$ cat config.mk
export PLATFORM = sky130hd
export DESIGN_NAME = rme_cordic
export DESIGN_NICKNAME = d
export VERILOG_FILES = /design/src/design/rme_pkg.sv /design/src/design/rme_cordic.sv
export SDC_FILE = /design/constraint.sdc
export NUM_CORES = 2
export LEC_CHECK = 0
export BUFFER_PORTS_ARGS = -buffer_cell sky130_fd_sc_hd__buf_2
export CORE_MARGIN = 8
export CORE_UTILIZATION = 43
export DETAILED_ROUTE_END_ITERATION = 16
export PLACE_DENSITY = 0.65
export RECOVER_POWER = 100
export SLEW_MARGIN = 20
export SYNTH_ARGS = -nofsm -noshare
export SYNTH_HDL_FRONTEND = slang
export SYNTH_SLANG_ARGS = --single-unit
export TNS_END_PERCENT = 50
$ cat constraint.sdc
create_clock -name clock -period 7.9 [get_ports clock]
set_clock_uncertainty 0.1 [all_clocks]
set_input_delay 0.395 -clock clock [delete_from_list [all_inputs] [get_ports clock]]
set_output_delay 0.395 -clock clock [all_outputs]
set_load 0.005 [all_outputs]
$ cat src/design/rme_pkg.sv
// Package for the rotation matrix to Euler angle core.
// Request and response structs, CORDIC constants and arctangent table.
`timescale 1ns / 1ps
package rme_pkg;
   localparam int CordicSteps = 14;
   localparam int AccW = 27;
   localparam int ZW = 20;
   localparam logic [14:0] PoleLimitReset = 15'd16351;

   typedef struct packed {
      logic signed [15:0] m_row0_col0;
      logic signed [15:0] m_row0_col2;
      logic signed [15:0] m_row1_col0;
      logic signed [15:0] m_row1_col1;
      logic signed [15:0] m_row1_col2;
      logic signed [15:0] m_row2_col0;
      logic signed [15:0] m_row2_col2;
   } req_type;

   typedef struct packed {
      logic signed [14:0] pitch_angle;
      logic signed [15:0] yaw_angle;
      logic signed [15:0] roll_angle;
      logic at_pole;
   } rsp_type;

   function automatic logic signed [ZW-1:0] atan_q16(input int i);
      case (i)
         0: atan_q16 = 20'sd51472;
         1: atan_q16 = 20'sd30385;
         2: atan_q16 = 20'sd16055;
         3: atan_q16 = 20'sd8150;
         4: atan_q16 = 20'sd4091;
         5: atan_q16 = 20'sd2047;
         6: atan_q16 = 20'sd1024;
         7: atan_q16 = 20'sd512;
         8: atan_q16 = 20'sd256;
         9: atan_q16 = 20'sd128;
         10: atan_q16 = 20'sd64;
         11: atan_q16 = 20'sd32;
         12: atan_q16 = 20'sd16;
         13: atan_q16 = 20'sd8;
         14: atan_q16 = 20'sd4;
         15: atan_q16 = 20'sd2;
         16: atan_q16 = 20'sd1;
         default: atan_q16 = '0;
      endcase
   endfunction
endpackage

$ cat src/design/rme_cordic.sv
// Pipelined vectoring CORDIC atan2, one rotation per stage.
// Uses rme_pkg; result in Q3.13 clamped to plus or minus pi, 0 for a zero vector.
`timescale 1ns / 1ps
module rme_cordic (
   input  logic clock,
   input  logic signed [17:0] in_y,
   input  logic signed [17:0] in_x,
   output logic signed [15:0] out_angle
);
   import rme_pkg::*;
   localparam int N = CordicSteps + 1;

   logic signed [AccW-1:0] x_ff [N];
   logic signed [AccW-1:0] y_ff [N];
   logic signed [ZW-1:0] z_ff [N];
   logic zero_ff [N];
   logic signed [ZW-1:0] zr;

   always_ff @(posedge clock) begin
      zero_ff[0] <= (in_x == 0) && (in_y == 0);
      if (in_x < 0) begin
         x_ff[0] <= -(AccW'(in_x) <<< 8);
         y_ff[0] <= -(AccW'(in_y) <<< 8);
         z_ff[0] <= (in_y >= 0) ? 20'sd205887 : -20'sd205887;
      end else begin
         x_ff[0] <= AccW'(in_x) <<< 8;
         y_ff[0] <= AccW'(in_y) <<< 8;
         z_ff[0] <= '0;
      end
      for (int k = 1; k < N; k++) begin
         zero_ff[k] <= zero_ff[k-1];
         if (y_ff[k-1] > 0) begin
            x_ff[k] <= x_ff[k-1] + (y_ff[k-1] >>> (k-1));
            y_ff[k] <= y_ff[k-1] - (x_ff[k-1] >>> (k-1));
            z_ff[k] <= z_ff[k-1] + atan_q16(k-1);
         end else begin
            x_ff[k] <= x_ff[k-1] - (y_ff[k-1] >>> (k-1));
            y_ff[k] <= y_ff[k-1] + (x_ff[k-1] >>> (k-1));
            z_ff[k] <= z_ff[k-1] - atan_q16(k-1);
         end
      end
   end

   always_comb begin
      zr = (z_ff[N-1] + 20'sd4) >>> 3;
      if (zero_ff[N-1]) out_angle = '0;
      else if (zr > 20'sd25736) out_angle = 16'sd25736;
      else if (zr < -20'sd25736) out_angle = -16'sd25736;
      else out_angle = zr[15:0];
   end
endmodule

=== Yosys cells after proc, flatten, opt, wreduce, memory -nomap -nowiden ===
Memories as Yosys holds them, arrays and structs flattened.
Index checks and enable logic that the tools add are counted.

* Bits in writable memories: 1125
* Output and inout port bits: 16
* Register bits: 0
* Memories kept: 4
* Bits of input ports: 37
* Logic and storage cells: 278

{| class="wikitable"
|+ Memory list
! name !! words !! width !! read ports !! clocked after memory_dff !! wr ports !! RTL line !! source
|-
| x_ff || 15 || 27 || 14 || 0 || 15 || rme_cordic.sv:13 || <nowiki>logic signed [AccW-1:0] x_ff [N];</nowiki>
|-
| y_ff || 15 || 27 || 14 || 0 || 15 || rme_cordic.sv:14 || <nowiki>logic signed [AccW-1:0] y_ff [N];</nowiki>
|-
| z_ff || 15 || 20 || 15 || 0 || 15 || rme_cordic.sv:15 || <nowiki>logic signed [ZW-1:0] z_ff [N];</nowiki>
|-
| zero_ff || 15 || 1 || 15 || 0 || 15 || rme_cordic.sv:16 || <nowiki>logic zero_ff [N];</nowiki>
|}

* Bitwise gates (word level): 45
* Muxes and demuxes: 122
* Magnitude comparators: 18
* Reduce and logical (&&, ||, !) cells: 3
* $add $sub $neg: 86

{| class="wikitable"
|+ Operators with widths
! cell !! number
|-
| $mux W20 || 44
|-
| $mux W27 || 30
|-
| $gt A27 B1 Y1 const B || 14
|-
| $add A20 B20 Y20 || 14
|-
| $sub A20 B20 Y20 || 14
|-
| $logic_not A32 Y1 || 2
|-
| $add A27 B14 Y27 || 2
|-
| $add A27 B15 Y27 || 2
|-
| $add A27 B16 Y27 || 2
|-
| $add A27 B17 Y27 || 2
|-
| $add A27 B18 Y27 || 2
|-
| $add A27 B19 Y27 || 2
|-
| $add A27 B20 Y27 || 2
|-
| $add A27 B21 Y27 || 2
|-
| $add A27 B22 Y27 || 2
|-
| $add A27 B23 Y27 || 2
|-
| $add A27 B24 Y27 || 2
|-
| $add A27 B25 Y27 || 2
|-
| $add A27 B26 Y27 || 2
|-
| $neg A26 Y27 || 2
|-
| $sub A27 B14 Y27 || 2
|-
| $sub A27 B15 Y27 || 2
|-
| $sub A27 B16 Y27 || 2
|-
| $sub A27 B17 Y27 || 2
|-
| other kinds (20) || 120
|}

=== Logic depth before layout (Yosys ltp) ===
* Depth after elaboration: 5
* Gate-level depth with buffers: 23
* Depth with buffers taken out: 22

=== Least setup slack after synthesis ===
OpenSTA, ideal clock, no wires.

* Kind: register to register
* Start: memory y_ff[11][18]
* End: memory y_ff[12][25]
* Data required time: 7.738 ns
* Period minus slack after synthesis: 5.835 ns
* Buffers on the path: 2
* Library setup time: 0.062 ns
* Arrival time: 5.674 ns
* Path slack: 2.065 ns
* Stages on the path, launching flop included: 22
* Path through: dfxtp_1 > or4_1 > nor4_1 > nand2_1 > nor2_1 > nand4_1 > nor2b_1 > clkbuf_1 > inv_1 > buf_1 > nor2_1 > xor2_1 > ha_1 > a21oi_1 > o21bai_1 > a2111oi_0 > nor4_1 > o2111ai_1 > a31oi_1 > a311o_1 > or4b_2 > nand3_1

{| class="wikitable"
|+ RTL lines
! item !! RTL line
|-
| from (decl) || rme_cordic.sv:14
|}

==> flow_summary_export.csv <==
group,metric,value,unit
run_status,status,"complete, but fails checks",
run_status,failed_checks,"max-capacitance violations, max-slew violations",
sta,max-slew-margin-rel,-0.323,
clock_network,numCtsBuffers,102,
sta,timing.final.crit_share,0.893,
grt,grt_util_all_layers,0.189,
logic_synthesis,syn-cell-area,65000,um^2
clock_network,htree_levels,3,
clock_network,cts_root_buf,"clkbuf_16",
routing,finalWirelength,161,mm
finish,drive_gt1_frac,0.0362,
floorplan,dieWidth,405,um
finish,antenna_cells,0,
placement,placedInstanceArea,67600,um^2
min_path,hold_end,"z_ff[1][0]$_DFF_P_",
logic_synthesis,syn_area_per_cell,8.53,um^2
finish,final_area,71600,um^2
sta,rsz0062_at_grt,"no",
clock_network,cts_resized,0,
routing,via_count,54600,
routing,detail_route.wl_per_cell,16.4,um
worst_setup_path,r2r-end,"y_ff[4][25]$_DFF_P_",
worst_setup_path,crit_type,"register to register",
worst_setup_path,rrSetupSlack,840,ps
sta,worstMarginPinSlew,1980,ps
worst_setup_path,crit_fanout,34,
clock_network,cts.sinks,930,
sta,hold_violations,0,
sta,drv_slew,200,
min_path,hp-start,"z_ff[0][0]$_DFF_P_",
worst_setup_path,r2r_cells,21,
grt,overflow,0,
sta,fmax,142,MHz
routing,drtIter0Drc,3406,
floorplan,floorplan.die.height,405,um
worst_setup_path,crit_path_start_kind,"register",
clock_network,clk_latency,730,ps
placement,hpwl,129,mm
sta,finalSetupTns,0,ps
grt,antenna_found_initial,1,
clock_network,post_cts_buffers,0,
worst_setup_path,end_kind,"register",
placement,dpl.cell_count,9596,
logic_synthesis,yosysSeqAreaShare,0.286,
logic_synthesis,synth-async-reset-ratio,0,
worst_setup_path,cp.required,8410,ps
min_path,min_path_type,"register to register",
logic_synthesis,yosysTopAreaCellShare,0.286,
grt,grt_max_degree,48,
logic_synthesis,synthCells,7620,
routing,viasPerCell,5.55,
floorplan,dieArea,164000,um^2
grt,grt_pass1_wl,264,mm
logic_synthesis,synth_area_leader_cell,"dfxtp_1",
placement,routabilityCongestion,0.928,
placement,io_buffers,52,
sta,fin_crit,7060,ps
finish,fin_util,0.477,
min_path,holdPathStages,0,
clock_network,cts_buffer_depth,3,
routing,drcViolationCount,0,
logic_synthesis,yosys.cell_types.count,84,
sta,finalSetupViolations,0,
routing,first_pass_iters,6,
logic_synthesis,yosysWarnings,0,
floorplan,start_util,0.433,
floorplan,num_rows,142,
logic_synthesis,syn_nets,8515,
floorplan,core-area,150000,um^2
logic_synthesis,yosys-top-cells-area,"dfxtp_1 29%, ha_1 16%, xnor2_1 10%",
logic_synthesis,ys_seq_elements,930,
clock_network,clk_pin_slew_worst_paths,60,ps
worst_setup_path,reg2reg_from,"y_ff[3][14]$_DFF_P_",
routing,antenna_left,0,
finish,fin_cells,9842,
logic_synthesis,ys.flop_type,"dfxtp_1",
worst_setup_path,arrival,7570,ps
finish,area_growth,10.1,%
grt,grt_pass1_vias,52500,
floorplan,ios,53,
logic_synthesis,synth-edff-count,0,
finish,final_net_count,8634,
clock_network,cts_tree,"yes",
job,cap_violations,5,
## state kept, by name, summed over array words and instances, names as in the netlist
name / cells
x_ff: 309
z_ff: 262
zero_ff: 15
y_ff: 344
## cells in the final DEF (no fill, tap or decap), types with 218 or more instances in the layout
cell type and n:
o21ai_0 476, xor2_1 366, ha_1 823, xnor2_1 747, a21oi_1 620, nor3_1 218
inv_1 359, nand2_1 456, dfxtp_1 930, a21o_1 264, nor2_1 631
## per-layer routing
layer	part of all wire	GRT usage	up-vias	wire [um]
li1	-	-	27500	-
met1	0.45	0.241	25700	73200
met2	0.48	0.334	1103	77000
met3	0.037	0.0226	311	6010
met4	0.031	0.0574	0	5060
met5	0	0	-	0
## how the worst max path moves through the flow
stage / from / endpoint / slack (ps) / cells after the start
3_5_place_dp: y_ff[9][13]$_DFF_P_ / y_ff[10][25]$_DFF_P_ / 1380 / 23
6_report: y_ff[3][14]$_DFF_P_ / y_ff[4][25]$_DFF_P_ / 840 / 21
2_1_floorplan: y_ff[11][18]$_DFF_P_ / y_ff[12][25]$_DFF_P_ / 2060 / 21
3_3_place_gp: y_ff[9][13]$_DFF_P_ / y_ff[10][25]$_DFF_P_ / 1480 / 23
5_1_grt: y_ff[8][15]$_DFF_P_ / x_ff[9][23]$_DFF_P_ / 370 / 19
4_1_cts: y_ff[9][13]$_DFF_P_ / y_ff[10][25]$_DFF_P_ / 1370 / 23
## area by class of cell
class | instances | area [um^2]
clock buffer | 139 | 2850
clock inverter | 52 | 694
fill | 14500 | 78400
inverter | 364 | 1370
multi-input combinational | 6216 | 44600
sequential | 930 | 18600
tap | 2016 | 2520
timing repair buffer | 125 | 880
## worst max-delay path, cell delays in order (launching register included)
cell and delay [ps]:
dfxtp_1 350, or4_1 580, or3_1 350, nor2_1 360, nand3_1 370, inv_1 190
nor2_2 40, clkbuf_1 680, o31ai_1 310, xnor2_1 100, ha_1 210, fa_1 400
a21o_1 180, a21oi_1 230, nor2b_1 80, o21a_1 190, o41ai_1 650, o21ai_0 320
o41ai_1 470, o2111ai_1 250, o31ai_1 340, xnor2_1 150
## metrics by stage
step           worst slack [ps]  hold WS, ps
2_1_floorplan              2060          210
3_3_place_gp               1480          210
4_1_cts                    1370          170
6_report                    843          215
5_1_grt                     369          220
3_5_place_dp               1380          212
## cell usage after synthesis, types with 14 or more instances
| cell | instances |
|---|---|
| a2111oi_0 | 22 |
| a211o_1 | 15 |
| a211oi_1 | 58 |
| a21boi_0 | 46 |
| a21o_1 | 264 |
| a21oi_1 | 621 |
| a221oi_1 | 14 |
| a31o_2 | 14 |
| a31oi_1 | 67 |
| and2_1 | 39 |
| and3_1 | 69 |
| clkbuf_1 | 99 |
| dfxtp_1 | 930 |
| fa_1 | 35 |
| ha_1 | 823 |
| inv_1 | 358 |
| mux2i_1 | 17 |
| nand2_1 | 456 |
| nand2b_1 | 108 |
| nand3_1 | 149 |
| nand3b_1 | 22 |
| nand4_1 | 35 |
| nor2_1 | 633 |
| nor2b_1 | 103 |
| nor3_1 | 218 |
| nor4_1 | 86 |
| o211ai_1 | 44 |
| o21a_1 | 75 |
| o21ai_0 | 476 |
| o21bai_1 | 100 |
| o31ai_1 | 106 |
| o41ai_1 | 52 |
| or2_2 | 37 |
| or3_1 | 68 |
| or4_1 | 45 |
| xnor2_1 | 747 |
| xor2_1 | 366 |
## cell families after synthesis
family                     count (synthesis)  share of synthesized area
DFF                                      930                      0.286
AOI/OAI and AO/OA                       2108                      0.206
other                                      1                  0.0000577
buffers and inverters                    474                     0.0275
adders and majority gates                858                      0.169
and+or+nand+nor                         2114                      0.158
xor gates and xnor gates                1113                      0.150
muxes                                     22                    0.00348
## repair_timing
item,4_1_cts,5_1_grt
hold buffers,55,0
endpoints found under the hold margin,41,0
endpoints found under the setup margin,0,0
Power is left out: the tool's default activity adds up to more than one toggle a clock period on the data nets, which glitch-free logic cannot reach.
